<file path="src/cgmig_pkg.sv">
// ----------------------------------------------------------------------------
// Cube grid mesh index generator package
// Shared constants, register codes, derived mesh sizes and pipeline types.
// ----------------------------------------------------------------------------
`default_nettype none

package cgmig_pkg;

  localparam int MAX_SQUARES   = 64;
  localparam int RESET_SQUARES = 8;
  localparam logic [30:0] RESET_HALF_SIDE = 31'd37837;
  localparam logic [30:0] RESET_GRID_STEP = 31'd9459;

  localparam int ADDR_W = 4;
  localparam logic [1:0] REG_SQUARES   = 2'd0;
  localparam logic [1:0] REG_HALF_SIDE = 2'd1;
  localparam logic [1:0] REG_GRID_STEP = 2'd2;

  localparam logic ACT_VERTEX   = 1'b0;
  localparam logic ACT_TRIANGLE = 1'b1;

  localparam logic [1:0] SIDE_PX = 2'd0;
  localparam logic [1:0] SIDE_NZ = 2'd1;
  localparam logic [1:0] SIDE_NX = 2'd2;
  localparam logic [1:0] SIDE_PZ = 2'd3;

  // one quotient bit per divider stage
  localparam int DIV_STEPS = 7;
  localparam int ST_M1     = DIV_STEPS + 1;
  localparam int ST_M2     = DIV_STEPS + 2;
  localparam int ST_M3     = DIV_STEPS + 3;
  localparam int ST_OUT    = DIV_STEPS + 4;
  localparam int STAGES    = DIV_STEPS + 5;

  typedef struct packed {
    logic [6:0]  n;
    logic [5:0]  nm1;
    logic [7:0]  n3;
    logic [8:0]  n4;
    logic [14:0] ring;
    logic [14:0] ring_in;
    logic [14:0] vtot;
    logic [15:0] sides;
    logic [15:0] side_cov;
    logic [16:0] ttot;
    logic [14:0] base_bot;
    logic [14:0] rmn;
  } der_t;

  typedef struct packed {
    logic        act;
    logic        oor;
    logic        cov;
    logic        bot;
    logic [15:0] k;
    logic [6:0]  dvs;
    logic [15:0] rem;
    logic [6:0]  quo;
  } div_t;

  typedef struct packed {
    logic        act;
    logic        oor;
    logic        cov;
    logic        bot;
    logic        par;
    logic [6:0]  qq;
    logic [6:0]  rr;
    logic [1:0]  side;
    logic [6:0]  qv;
    logic [14:0] v1;
    logic [14:0] v4;
    logic [11:0] pr_lo;
    logic [11:0] pr_hi;
  } m1_t;

  typedef struct packed {
    logic        act;
    logic        oor;
    logic        cov;
    logic        bot;
    logic        par;
    logic        yneg;
    logic [6:0]  mx;
    logic [6:0]  my;
    logic [6:0]  mz;
    logic [14:0] c1;
    logic [14:0] c2;
    logic [14:0] c3;
    logic [14:0] c4;
  } m2_t;

  typedef struct packed {
    logic        act;
    logic        oor;
    logic        yneg;
    logic [37:0] px;
    logic [37:0] py;
    logic [37:0] pz;
    logic [14:0] a;
    logic [14:0] b;
    logic [14:0] c;
  } m3_t;

  function automatic der_t derive(input logic [6:0] sq);
    der_t        d;
    logic [6:0]  n;
    logic [5:0]  nm1;
    logic [12:0] nsq;
    logic [12:0] nn1;
    logic [11:0] inner;
    logic [14:0] ring;
    if (sq == 7'd0) begin
      n = 7'd1;
    end else if (sq > 7'(MAX_SQUARES)) begin
      n = 7'(MAX_SQUARES);
    end else begin
      n = sq;
    end
    nm1   = 6'(n - 7'd1);
    nsq   = {6'b0, n} * {6'b0, n};
    nn1   = {6'b0, n} * ({6'b0, n} + 13'd1);
    inner = {6'b0, nm1} * {6'b0, nm1};
    ring  = {nn1, 2'b00};
    d.n        = n;
    d.nm1      = nm1;
    d.n3       = {1'b0, n} + {n, 1'b0};
    d.n4       = {n, 2'b00};
    d.ring     = ring;
    d.ring_in  = ring + {3'b0, inner};
    d.vtot     = ring + {3'b0, inner} + {3'b0, inner};
    d.sides    = {nsq, 3'b000};
    d.side_cov = {nsq, 3'b000} + {2'b0, nsq, 1'b0};
    d.ttot     = {1'b0, nsq, 3'b000} + {2'b00, nsq, 2'b00};
    d.base_bot = {nsq, 2'b00};
    d.rmn      = ring - {8'b0, n};
    return d;
  endfunction

endpackage

`default_nettype wire

</file>
<file path="src/cube_grid_mesh_index_generator_core.sv">
// ----------------------------------------------------------------------------
// Cube grid mesh index generator
// Random-access vertex position and triangle index queries on a cube mesh
// with n grid squares per edge.
//
// Input stream: s_axis_tuser selects a vertex query (0) or a triangle query
// (1), s_axis_tdata carries the item number. Output stream: one result per
// request with Q16.16 position or three vertex indices in m_axis_tdata and
// the out-of-range flag in m_axis_tuser.
// The pipeline runs: classify, seven restoring divider stages (one
// quotient bit each, divisor n or n-1), two index mapping stages, position
// multiply, subtract/saturate into the output register. One request per
// cycle is taken at full rate; every stage holds a valid bit and bubbles
// collapse. When the receiver stalls, the output register holds its result
// and stages fill up behind it; s_axis_tready drops only when all are full.
// Reset clears all valid bits and loads squares 8, half side 37837 and
// grid step 9459. The APB registers are squares, half_side and grid_step
// at byte addresses 0, 4 and 8; pready is always high.
// ----------------------------------------------------------------------------
`default_nettype none

module cube_grid_mesh_index_generator_core (
  input  wire logic                         clk,
  input  wire logic                         rst,
  input  wire logic                         s_axis_tvalid,
  output logic                              s_axis_tready,
  input  wire logic [15:0]                  s_axis_tdata,  // item_index
  input  wire logic                         s_axis_tuser,  // action
  output logic                              m_axis_tvalid,
  input  wire logic                         m_axis_tready,
  // pos_x, pos_y, pos_z, corner_a, corner_b, corner_c, zero pad
  output logic [143:0]                      m_axis_tdata,
  output logic                              m_axis_tuser,  // out_of_range
  input  wire logic                         psel,
  input  wire logic                         penable,
  input  wire logic                         pwrite,
  input  wire logic [cgmig_pkg::ADDR_W-1:0] paddr,
  input  wire logic [31:0]                  pwdata,
  output logic [31:0]                       prdata,
  output logic                              pready
);

  localparam int NST = cgmig_pkg::STAGES;
  localparam int NDV = cgmig_pkg::DIV_STEPS;

  logic [6:0]        squares;
  logic [30:0]       half_side;
  logic [30:0]       grid_step;
  cgmig_pkg::der_t   der;

  logic [NST-1:0]    v;
  logic [NST:0]      en;

  cgmig_pkg::div_t   s0_next;
  cgmig_pkg::div_t   dv [NDV+1];
  cgmig_pkg::m1_t    m1, m1_next;
  cgmig_pkg::m2_t    m2, m2_next;
  cgmig_pkg::m3_t    m3, m3_next;

  logic [31:0]       pos_x, pos_y, pos_z;
  logic [14:0]       corner_a, corner_b, corner_c;
  logic              out_of_range;

  function automatic logic [14:0] cmap(input logic [6:0] r, input logic [6:0] c,
                                       input logic [11:0] pr, input logic bot,
                                       input cgmig_pkg::der_t d);
    logic [14:0] base;
    logic [14:0] first;
    logic [14:0] res;
    base  = bot ? d.base_bot : 15'd0;
    first = bot ? d.ring_in : d.ring;
    if (r == 7'd0) begin
      res = base + {8'b0, c};
    end else if (r >= d.n) begin
      res = bot ? d.rmn - {8'b0, c} : {7'b0, d.n3} - {8'b0, c};
    end else if (c == 7'd0) begin
      res = bot ? d.ring - {8'b0, r} : {6'b0, d.n4} - {8'b0, r};
    end else if (c >= d.n) begin
      res = base + {8'b0, d.n} + {8'b0, r};
    end else begin
      res = first + {3'b0, pr} + {8'b0, c} - 15'd1;
    end
    return res;
  endfunction

  function automatic logic [31:0] sat32(input logic [38:0] x);
    logic [31:0] res;
    if (x[38] && !(&x[37:31])) begin
      res = 32'h8000_0000;
    end else begin
      res = x[31:0];
    end
    return res;
  endfunction

  // configuration
  assign pready = 1'b1;

  always_ff @(posedge clk) begin
    if (rst) begin
      squares   <= 7'(cgmig_pkg::RESET_SQUARES);
      der       <= cgmig_pkg::derive(7'(cgmig_pkg::RESET_SQUARES));
      half_side <= cgmig_pkg::RESET_HALF_SIDE;
      grid_step <= cgmig_pkg::RESET_GRID_STEP;
    end else if (psel && penable && pwrite && pready) begin
      unique case (paddr[3:2])
        cgmig_pkg::REG_SQUARES: begin
          squares <= pwdata[6:0];
          der     <= cgmig_pkg::derive(pwdata[6:0]);
        end
        cgmig_pkg::REG_HALF_SIDE: half_side <= pwdata[30:0];
        cgmig_pkg::REG_GRID_STEP: grid_step <= pwdata[30:0];
        default: ;
      endcase
    end
  end

  always_comb begin
    unique case (paddr[3:2])
      cgmig_pkg::REG_SQUARES:   prdata = {25'b0, squares};
      cgmig_pkg::REG_HALF_SIDE: prdata = {1'b0, half_side};
      cgmig_pkg::REG_GRID_STEP: prdata = {1'b0, grid_step};
      default:                  prdata = 32'd0;
    endcase
  end

  // pipeline flow
  always_comb begin
    en[NST] = m_axis_tready;
    for (int i = NST - 1; i >= 0; i--) begin
      en[i] = !v[i] || en[i+1];
    end
  end

  assign s_axis_tready = en[0];

  always_ff @(posedge clk) begin
    if (rst) begin
      v <= '0;
    end else begin
      if (en[0]) begin
        v[0] <= s_axis_tvalid;
      end
      for (int i = 1; i < NST; i++) begin
        if (en[i]) begin
          v[i] <= v[i-1];
        end
      end
    end
  end

  // classify request, pick dividend and divisor
  logic [15:0] d_ring, d_rin, d_sid, d_scv;

  always_comb begin
    d_ring = s_axis_tdata - {1'b0, der.ring};
    d_rin  = s_axis_tdata - {1'b0, der.ring_in};
    d_sid  = s_axis_tdata - der.sides;
    d_scv  = s_axis_tdata - der.side_cov;
    s0_next.act = s_axis_tuser;
    s0_next.oor = 1'b0;
    s0_next.cov = 1'b0;
    s0_next.bot = 1'b0;
    s0_next.k   = s_axis_tdata;
    s0_next.dvs = der.n;
    s0_next.rem = 16'd0;
    s0_next.quo = 7'd0;
    if (s_axis_tuser == cgmig_pkg::ACT_VERTEX) begin
      if (s_axis_tdata < {1'b0, der.ring}) begin
        s0_next.rem = {2'b0, s_axis_tdata[15:2]};
      end else if (s_axis_tdata < {1'b0, der.ring_in}) begin
        s0_next.cov = 1'b1;
        s0_next.dvs = {1'b0, der.nm1};
        s0_next.rem = d_ring;
      end else if (s_axis_tdata < {1'b0, der.vtot}) begin
        s0_next.cov = 1'b1;
        s0_next.bot = 1'b1;
        s0_next.dvs = {1'b0, der.nm1};
        s0_next.rem = d_rin;
      end else begin
        s0_next.oor = 1'b1;
      end
    end else begin
      if (s_axis_tdata < der.sides) begin
        s0_next.rem = {3'b0, s_axis_tdata[15:3]};
      end else if (s_axis_tdata < der.side_cov) begin
        s0_next.cov = 1'b1;
        s0_next.rem = {1'b0, d_sid[15:1]};
      end else if ({1'b0, s_axis_tdata} < der.ttot) begin
        s0_next.cov = 1'b1;
        s0_next.bot = 1'b1;
        s0_next.rem = {1'b0, d_scv[15:1]};
      end else begin
        s0_next.oor = 1'b1;
      end
    end
  end

  always_ff @(posedge clk) begin
    if (en[0]) begin
      dv[0] <= s0_next;
    end
  end

  // restoring divider, most significant quotient bit first
  for (genvar g = 1; g <= NDV; g++) begin : g_div
    localparam int B = NDV - g;
    cgmig_pkg::div_t nxt;
    logic [15:0]     sh;

    always_comb begin
      nxt = dv[g-1];
      sh  = 16'({9'b0, dv[g-1].dvs} << B);
      if (dv[g-1].rem >= sh) begin
        nxt.rem    = dv[g-1].rem - sh;
        nxt.quo[B] = 1'b1;
      end
    end

    always_ff @(posedge clk) begin
      if (en[g]) begin
        dv[g] <= nxt;
      end
    end
  end

  // split quotient and remainder into side, wrap and cover row products
  logic [8:0]  p9, sub9;
  logic [7:0]  jj;
  logic [15:0] q1;
  logic        wrap;
  logic [5:0]  rowm1;

  always_comb begin
    p9    = {1'b0, dv[NDV].rem[5:0], dv[NDV].k[1:0]};
    jj    = {dv[NDV].rem[5:0], dv[NDV].k[2:1]};
    q1    = {1'b0, dv[NDV].k[15:1]} + 16'd1;
    wrap  = ({1'b0, jj} == der.n4 - 9'd1);
    rowm1 = 6'(dv[NDV].quo - 7'd1);
    m1_next.act = dv[NDV].act;
    m1_next.oor = dv[NDV].oor;
    m1_next.cov = dv[NDV].cov;
    m1_next.bot = dv[NDV].bot;
    m1_next.par = dv[NDV].k[0];
    m1_next.qq  = dv[NDV].quo;
    m1_next.rr  = dv[NDV].rem[6:0];
    if (p9 < {2'b0, der.n}) begin
      m1_next.side = cgmig_pkg::SIDE_PX;
      sub9         = 9'd0;
    end else if (p9 < {1'b0, der.n, 1'b0}) begin
      m1_next.side = cgmig_pkg::SIDE_NZ;
      sub9         = {2'b0, der.n};
    end else if (p9 < {1'b0, der.n3}) begin
      m1_next.side = cgmig_pkg::SIDE_NX;
      sub9         = {1'b0, der.n, 1'b0};
    end else begin
      m1_next.side = cgmig_pkg::SIDE_PZ;
      sub9         = {1'b0, der.n3};
    end
    m1_next.qv    = 7'(p9 - sub9);
    m1_next.v1    = dv[NDV].k[15:1];
    m1_next.v4    = wrap ? 15'(q1 - {7'b0, der.n4}) : 15'(q1);
    m1_next.pr_lo = {6'b0, rowm1} * {6'b0, der.nm1};
    m1_next.pr_hi = {6'b0, dv[NDV].quo[5:0]} * {6'b0, der.nm1};
  end

  always_ff @(posedge clk) begin
    if (en[cgmig_pkg::ST_M1]) begin
      m1 <= m1_next;
    end
  end

  // grid multiples per axis, quad corner indices
  always_comb begin
    m2_next.act  = m1.act;
    m2_next.oor  = m1.oor;
    m2_next.cov  = m1.cov;
    m2_next.bot  = m1.bot;
    m2_next.par  = m1.par;
    m2_next.yneg = 1'b0;
    m2_next.mx   = 7'd0;
    m2_next.my   = 7'd0;
    m2_next.mz   = 7'd0;
    m2_next.c1   = 15'd0;
    m2_next.c2   = 15'd0;
    m2_next.c3   = 15'd0;
    m2_next.c4   = 15'd0;
    if (m1.act == cgmig_pkg::ACT_VERTEX) begin
      if (m1.cov) begin
        m2_next.mx   = m1.qq + 7'd1;
        m2_next.mz   = m1.rr + 7'd1;
        m2_next.yneg = m1.bot;
      end else begin
        m2_next.my = m1.qq;
        case (m1.side)
          cgmig_pkg::SIDE_PX: begin
            m2_next.mz = m1.qv;
          end
          cgmig_pkg::SIDE_NZ: begin
            m2_next.mx = m1.qv;
            m2_next.mz = der.n;
          end
          cgmig_pkg::SIDE_NX: begin
            m2_next.mx = der.n;
            m2_next.mz = der.n - m1.qv;
          end
          default: begin
            m2_next.mx = der.n - m1.qv;
          end
        endcase
      end
    end else begin
      if (m1.cov) begin
        m2_next.c1 = cmap(m1.qq, m1.rr, m1.pr_lo, m1.bot, der);
        m2_next.c2 = cmap(m1.qq, m1.rr + 7'd1, m1.pr_lo, m1.bot, der);
        m2_next.c3 = cmap(m1.qq + 7'd1, m1.rr, m1.pr_hi, m1.bot, der);
        m2_next.c4 = cmap(m1.qq + 7'd1, m1.rr + 7'd1, m1.pr_hi, m1.bot, der);
      end else begin
        m2_next.c1 = m1.v1;
        m2_next.c2 = m1.v1 + {6'b0, der.n4};
        m2_next.c3 = m1.v4 + {6'b0, der.n4};
        m2_next.c4 = m1.v4;
      end
    end
  end

  always_ff @(posedge clk) begin
    if (en[cgmig_pkg::ST_M2]) begin
      m2 <= m2_next;
    end
  end

  // scale by grid step, order triangle corners
  always_comb begin
    m3_next.act  = m2.act;
    m3_next.oor  = m2.oor;
    m3_next.yneg = m2.yneg;
    m3_next.px   = 38'(m2.mx) * 38'(grid_step);
    m3_next.py   = 38'(m2.my) * 38'(grid_step);
    m3_next.pz   = 38'(m2.mz) * 38'(grid_step);
    if (!m2.cov) begin
      m3_next.a = m2.c1;
      m3_next.b = m2.par ? m2.c3 : m2.c2;
      m3_next.c = m2.par ? m2.c4 : m2.c3;
    end else if (!m2.bot) begin
      m3_next.a = m2.par ? m2.c2 : m2.c1;
      m3_next.b = m2.par ? m2.c4 : m2.c2;
      m3_next.c = m2.c3;
    end else begin
      m3_next.a = m2.c3;
      m3_next.b = m2.par ? m2.c4 : m2.c2;
      m3_next.c = m2.par ? m2.c2 : m2.c1;
    end
  end

  always_ff @(posedge clk) begin
    if (en[cgmig_pkg::ST_M3]) begin
      m3 <= m3_next;
    end
  end

  // subtract from half side, saturate, zero the unused fields
  logic [38:0] h39, vx, vy, vz;
  logic [31:0] neg_h;

  always_comb begin
    h39   = {8'b0, half_side};
    vx    = h39 - {1'b0, m3.px};
    vy    = h39 - {1'b0, m3.py};
    vz    = h39 - {1'b0, m3.pz};
    neg_h = 32'd0 - {1'b0, half_side};
  end

  always_ff @(posedge clk) begin
    if (en[cgmig_pkg::ST_OUT]) begin
      out_of_range <= m3.oor;
      pos_x        <= 32'd0;
      pos_y        <= 32'd0;
      pos_z        <= 32'd0;
      corner_a     <= 15'd0;
      corner_b     <= 15'd0;
      corner_c     <= 15'd0;
      if (!m3.oor) begin
        if (m3.act == cgmig_pkg::ACT_VERTEX) begin
          pos_x <= sat32(vx);
          pos_y <= m3.yneg ? neg_h : sat32(vy);
          pos_z <= sat32(vz);
        end else begin
          corner_a <= m3.a;
          corner_b <= m3.b;
          corner_c <= m3.c;
        end
      end
    end
  end

  assign m_axis_tvalid = v[cgmig_pkg::ST_OUT];
  assign m_axis_tdata  = {3'b000, corner_c, corner_b, corner_a, pos_z, pos_y, pos_x};
  assign m_axis_tuser  = out_of_range;

endmodule

`default_nettype wire
</file>
<file path="config.mk">
export PLATFORM = sky130hd
export DESIGN_NAME = cube_grid_mesh_index_generator_core
export DESIGN_NICKNAME = d
export VERILOG_FILES = /design/src/cgmig_pkg.sv /design/src/cube_grid_mesh_index_generator_core.sv
export SDC_FILE = /design/constraint.sdc
export NUM_CORES = 2
export LEC_CHECK = 0
export BUFFER_PORTS_ARGS = -buffer_cell sky130_fd_sc_hd__clkbuf_2
export CORE_MARGIN = 3
export CORE_UTILIZATION = 45
export CTS_CLUSTER_DIAMETER = 200
export DETAILED_ROUTE_END_ITERATION = 8
export GPL_TIMING_DRIVEN = 0
export PLACE_DENSITY_LB_ADDON = 0.12
export SYNTH_ARGS = -nofsm -noshare
export SYNTH_HDL_FRONTEND = slang
export SYNTH_SLANG_ARGS = --single-unit
</file>
<file path="constraint.sdc">
create_clock -name clk -period 14.1 [get_ports clk]
set_clock_uncertainty 0.2 [all_clocks]
set_input_delay 3.525 -clock clk [delete_from_list [all_inputs] [get_ports clk]]
set_output_delay 3.525 -clock clk [all_outputs]
set_load 0.05 [all_outputs]
</file>
; Word-level counts from Yosys, hierarchy flattened
; Memory sizes are Yosys's and may differ from the RTL's.
; Index checks and enable logic that the tools add are counted.
[totals]
memories = 1
mem_bits_ro = 0
latch_bits = 0
out_inout_bits = 180
ramBits = 400
regBits = 679
[mem_list]
columns = memory, words, word_bits, rd, rd_clocked_by_memory_dff, write_ports, line_no
row1 = dv, 8, 50, 8, 0, 8, cube_grid_mesh_index_generator_core.sv:55  ; cgmig_pkg::div_t dv [NDV+1];
[op_classes]
addsub = 56
bitwise = 2
n_reduce_logical = 52
muxes = 100
n_lt_le_gt_ge = 21
div = 0
eq_ne = 5
n_mul = 8
n_shift = 0
[op_table]
columns = cell, count
row1 = $mux W15, 30
row2 = $add A15 B7 Y15, 9
row3 = $mux W16, 8
row4 = $mux W32, 4
row5 = $sub A31 B38 Y39, 3
row6 = $mul A7 B31 Y38, 3
row7 = $pmux W31 S3, 1
row8 = $mux W45, 2
row9 = $mux W7, 12
row10 = $sub A15 B7 Y15, 5
row11 = $add A15 B12 Y15, 4
row12 = $mux W60, 1
row13 = $sub A15 B1 Y15 const B, 4
row14 = $lt A16 B15 Y1, 3
row15 = $mux W23, 2
row16 = $pmux W7 S3, 2
row17 = $mul A6 B6 Y12, 3
row18 = $logic_not A7 Y1, 5
row19 = $lt A16 B16 Y1, 2
row20 = $mux W1, 32
row21 = $sub A1 B31 Y32 const A, 1
row22 = $sub A16 B15 Y16, 2
row23 = $sub A16 B16 Y16, 2
row24 = $add A15 B9 Y15, 2
row25 = 48 further kinds, 102

; Depth between registers and ports, before layout
[depth]
ltp_word = 15
mapped_depth = 37
ltp_nobuf = 36

; Worst setup path before layout
; Ideal clock, no wire load.
[synth_timing]
path_type = input -> output
from = input m_axis_tready
to = output s_axis_tready
path_buffers = 0
cell_stages = 7
t_arrival_ns = 8.687
slack_ns = 1.688
path_cell_list = nor2b_1 -> and3_1 -> and3_1 -> nand3_1 -> nor2_1 -> nand4_1 -> or2_2
[synth_between]
elab_chain_len = 12
[synth_rtl]
columns = element, line_no
row1 = start: declaration, cube_grid_mesh_index_generator_core.sv:30  ; input wire logic m_axis_tready,
row2 = $logic_or A1 B1 Y1 (7 in series), cube_grid_mesh_index_generator_core.sv:131  ; en[i] = !v[i] || en[i+1];
row3 = via en[5], cube_grid_mesh_index_generator_core.sv:52  ; logic [NST:0] en;
row4 = $logic_or A1 B1 Y1 (4 in series), cube_grid_mesh_index_generator_core.sv:131
row5 = via en[1], cube_grid_mesh_index_generator_core.sv:52
row6 = $logic_or A1 B1 Y1, cube_grid_mesh_index_generator_core.sv:131
row7 = end: declaration, cube_grid_mesh_index_generator_core.sv:26  ; output logic s_axis_tready,
; The timed path passes the listed nets, and every way through them passes these cells.

; Worst setup path in the final report
[layout_timing]
from = input pwdata[6]
to = register der[93] (netlist bit)
[layout_between]
elab_chain_len = 10
[layout_rtl]
columns = element, line_no
row1 = start: declaration, cube_grid_mesh_index_generator_core.sv:38  ; input wire logic [31:0] pwdata,
row2 = $gt A7 B7 Y1, cgmig_pkg.sv:115  ; end else if (sq > 7'(MAX_SQUARES)) begin
row3 = $mux W7, cgmig_pkg.sv:115
row4 = $mux W7 *, cgmig_pkg.sv:113  ; if (sq == 7'd0) begin
row5 = $mux W7 *, cube_grid_mesh_index_generator_core.sv:106  ; unique case (paddr[3:2])
row6 = $mux W7 *, cube_grid_mesh_index_generator_core.sv:105  ; end else if (psel && penable && pwrite && pready) begin
row7 = $mux W7 *, cube_grid_mesh_index_generator_core.sv:100  ; if (rst) begin
row8 = $add A7 B1 Y8 or $sub A6 B1 Y6 (tied branches), "cgmig_pkg.sv:122, cgmig_pkg.sv:120"
row9 = $mul A7 B8 Y13 or $mul A6 B6 Y12 (tied branches), "cgmig_pkg.sv:122, cgmig_pkg.sv:123"
row10 = $add A15 B12 Y15, cgmig_pkg.sv:131  ; d.vtot = ring + {3'b0, inner} + {3'b0, inner};
row11 = $add A15 B12 Y15 *, cgmig_pkg.sv:131
row12 = end signal: assignment, cube_grid_mesh_index_generator_core.sv:102  ; der <= cgmig_pkg::derive(7'(cgmig_pkg::RESET_SQUARES));
row13 = end signal: assignment, cube_grid_mesh_index_generator_core.sv:109  ; der <= cgmig_pkg::derive(pwdata[6:0]);
row14 = end: declaration, cube_grid_mesh_index_generator_core.sv:49  ; cgmig_pkg::der_t der;
; Every way passes the cells marked *; elsewhere a longest branch is shown, timed or not. The select of a mux whose other input is x is not followed.
; A chain may end at the register's enable or synchronous reset.

==> flow_summary.yaml <==
outcome:
  status: "finished clean"
floorplanning:
  core_area_sq_mm: 0.193
  start_util_pct: 45.4
  die_w_microns: 447
  io_pins: 240
  rows: 161
  die_y_microns: 447
  die-area_sq_mm: 0.200
drt:
  routedWlPerCell_microns: 26.7
  dr.pass1.iters: 6
  drc: 0
  wl_microns: 330000
  vias: 72500
  vias_per_cell: 5.87
  antenna_left: 0
  first_iter_violations: 7439
layout:
  final_common_cell: "nand2_1"
  fin_util_pct: 49.8
  fin_cells: 12400
  finalInstanceArea_sq_mm: 0.0963
  layout_common_cells: "1168 x nand2_1, 992 x inv_1, 829 x edfxtp_1"
  drive_gt1_share_pct: 5.61
  nets: 11100
  area_delta_synth_final_pct: 9.85
timing:
  rsz0062_at_grt: "false"
  period_share_pct: 88.6
  fmax_mhz: 80.1
  slew_violations: 0
  hold_violations: 0
  slew_headroom_pct: 2.04
  hold_ws_ns: 0.216
  setup_viol: 0
  worst-slew-pin-transition_ns: 1.47
  period_needed_ns: 12.49
grt:
  grt_pass1_wl_microns: 475000
  grt_usage_pct: 32.5
  grt_pass1_vias: 69300
  antenna_found_initial: 31
  grt_max_degree: 107
  overflow: 0
critical_path:
  critical_path_arrival_ns: 12.97
  r2r-start: "m1[78]$_DFFE_PP_"
  critPathMaxFanout: 14
  startpoint: "pwdata[6]"
  endpoint: "der[93]$_SDFFE_PP0P_"
  slowest_delay_ns: 0.78
  crit_path_start_kind: "primary input"
  rrSetupSlack_ns: 4.37
  critPathKind: "in -> reg"
  cp_common_cell: "inv_1"
  r2r_cells: 30
  worstPathRequired_ns: 14.58
  critPathSlowestCell: "xnor2_1"
  timing.rr.end: "m2[29]$_SDFFCE_PN0P_"
  end_kind: "flop"
pwr:
  powerDensity_mw_per_mm2: 204
  power_switching_w: 0.00955
  seqPwrFrac_pct: 23.4
  peakVddDrop_mv: 0.289
  clock_power_share_pct: 15.5
  power.internal_w: 0.0101
  pwr-share-comb_pct: 61.1
  switching_share_pct: 48.6
  finalPower_w: 0.0196
  p_leak_nw: 42.0
clocking:
  cts_resized: 0
  holdBufCountCts: 0
  clk_path_buf_depth: 3
  cts.sinks: 1014
  insertion_delay_ns: 0.81
  h-tree-depth: 3
  post-cts-setup-buffers: 0
  cts_inserted_buffers: 111
  cts_tree: "built"
  clockRootBuffer: "clkbuf_16"
  clkTransAtPathRegs_ns: 0.06
job:
  maxCapViolations: 0
synthesis:
  ys_seq_elements: 1014
  synth_cell_types: 104
  synthFlopType: "edfxtp_1"
  ys_seq_area_share_pct: 32.6
  synth_warnings: 0
  synth-edff-count: 829
  syn_area_sq_mm: 0.0877
  async_reset_ff_share_pct: 0
  avgSynthCellArea_sq_um: 9.36
  synth_cells: 9361
placed_design:
  hpwl_microns: 273000
  placed_cells: 12100
  port_buffers: 229
  dpl-instance-area_sq_mm: 0.0925
  gp_congestion: 1.04
hold_path:
  holdCritPathClass: "reg -> reg"
state kept, by name (all words and copies together) (netlist names), 32 cells and up:
signal	flops
pos_x	32
pos_y	32
m1	82
m3	162
dv	356
m2	87
pos_z	32
der	104
Yosys cell counts, drive strengths merged, types with 13 or more instances:
cell type  number  area share (%)
nor3b          20            0.18
a21oi         601             3.4
or4            18            0.16
xor2          225             2.2
o211ai         68            0.58
a211o          28            0.28
nor3          205             1.2
o21ai         439             2.5
edfxtp        829              28
nor2          509             2.2
o31ai          29            0.25
mux2i          75            0.86
clkbuf        379             1.6
o311ai         22            0.22
fa            544              12
mux2           30            0.39
nand3         135            0.78
dfxtp         185             4.2
and2          281             2.0
a22o           37            0.37
inv          1000             4.3
o21bai         70            0.60
a311oi         15            0.15
nand4          55            0.39
xnor2         391             3.9
nand2b        102            0.73
nand2        1173             5.0
a211oi        124             1.1
or2            26            0.19
and3           47            0.34
a31oi          59            0.42
nor4           51            0.36
or3            49            0.35
buf            30            0.17
a2111oi        14            0.14
a22oi          13            0.11
o22ai          44            0.32
a21boi         35            0.30
a221oi         24            0.25
a21o          201             1.7
a31o           13            0.13
o21a           77            0.66
nor2b         122            0.87
ha            801              11
cell families (layout without fill, tap and decap cells):
| family | count (synthesis) | after routing | share of synthesized area, % |
|---|---|---|---|
| and+or+nand+nor | 2837 | 2837 | 15.2 |
| AOI/OAI and AO/OA | 2031 | 2031 | 14.8 |
| buffers and inverters | 1410 | 1861 | 6.08 |
| adders and majority gates | 1345 | 1345 | 23.9 |
| DFF | 1014 | 1014 | 32.6 |
| xor gates and xnor gates | 617 | 617 | 6.18 |
| muxes | 105 | 105 | 1.24 |
| other | 2 | 25 | 0.00857 |
final cells by class:
type / instances / area [sq um]
flip-flops and latches: 1014 / 28600
clock inverters: 71 / 927
inverters: 1001 / 3760
clock buffers: 134 / 2900
diodes: 7 / 17.5
fillers: 18200 / 96900
well taps: 2526 / 3160
plain buffers: 409 / 1580
multi-input cells: 6953 / 53900
repair buffers: 246 / 1490
worst min path at each step:
stage | from | to | slack [ns] | cells past startpoint
detailed placement | dv[0][146]$_DFFE_PP_ | dv[0][196]$_DFFE_PP_ | 0.20 | 0
global route | dv[0][34]$_DFFE_PP_ | dv[0][84]$_DFFE_PP_ | 0.22 | 0
CTS | dv[0][154]$_DFFE_PP_ | dv[1][4]$_DFFE_PP_ | 0.22 | 0
floorplan | dv[0][56]$_SDFFCE_PN1P_ | dv[0][106]$_DFFE_PP_ | 0.20 | 0
finish | dv[1][56]$_DFFE_PP_ | dv[1][106]$_DFFE_PP_ | 0.22 | 0
global placement | dv[1][103]$_DFFE_PP_ | dv[1][153]$_DFFE_PP_ | 0.20 | 0
power by group through the flow:
stage | sequential [W] | clock [W] | combinational, W
2_1_floorplan | 0.00482 | 0 | 0.00767
3_3_place_gp | 0.00462 | 0 | 0.0115
3_5_place_dp | 0.00463 | 0 | 0.0117
4_1_cts | 0.00457 | 0.00310 | 0.0117
5_1_grt | 0.00464 | 0.00323 | 0.0130
6_report | 0.00459 | 0.00304 | 0.0120
per-layer routing:
metal / GRT usage [%] / share of wire (%)
met1: 46.6 / 44
met2: 47.4 / 42
met3: 7.73 / 9.9
met4: 12.1 / 4.1
met5: 0 / 0.0088
through the flow:
stage | setup TNS, ns | setup WS [ns]
4_1_cts | 0 | 1.80
2_1_floorplan | 0 | 1.69
3_3_place_gp | -2.23 | -2.23
3_5_place_dp | 0 | 0.957
6_report | 0 | 1.61
5_1_grt | 0 | 1.14
critical path: cells and delay by family:
family	cells	cell delay, ns
adder cells (fa/ha/maj)	9	3.85
buffers and inverters	8	1.88
AO/OA/AOI/OAI	8	1.43
AND/OR/NAND/NOR	6	1.27
XOR/XNOR	2	1.01
No activity file was read; power rests on OpenSTA's default activity.
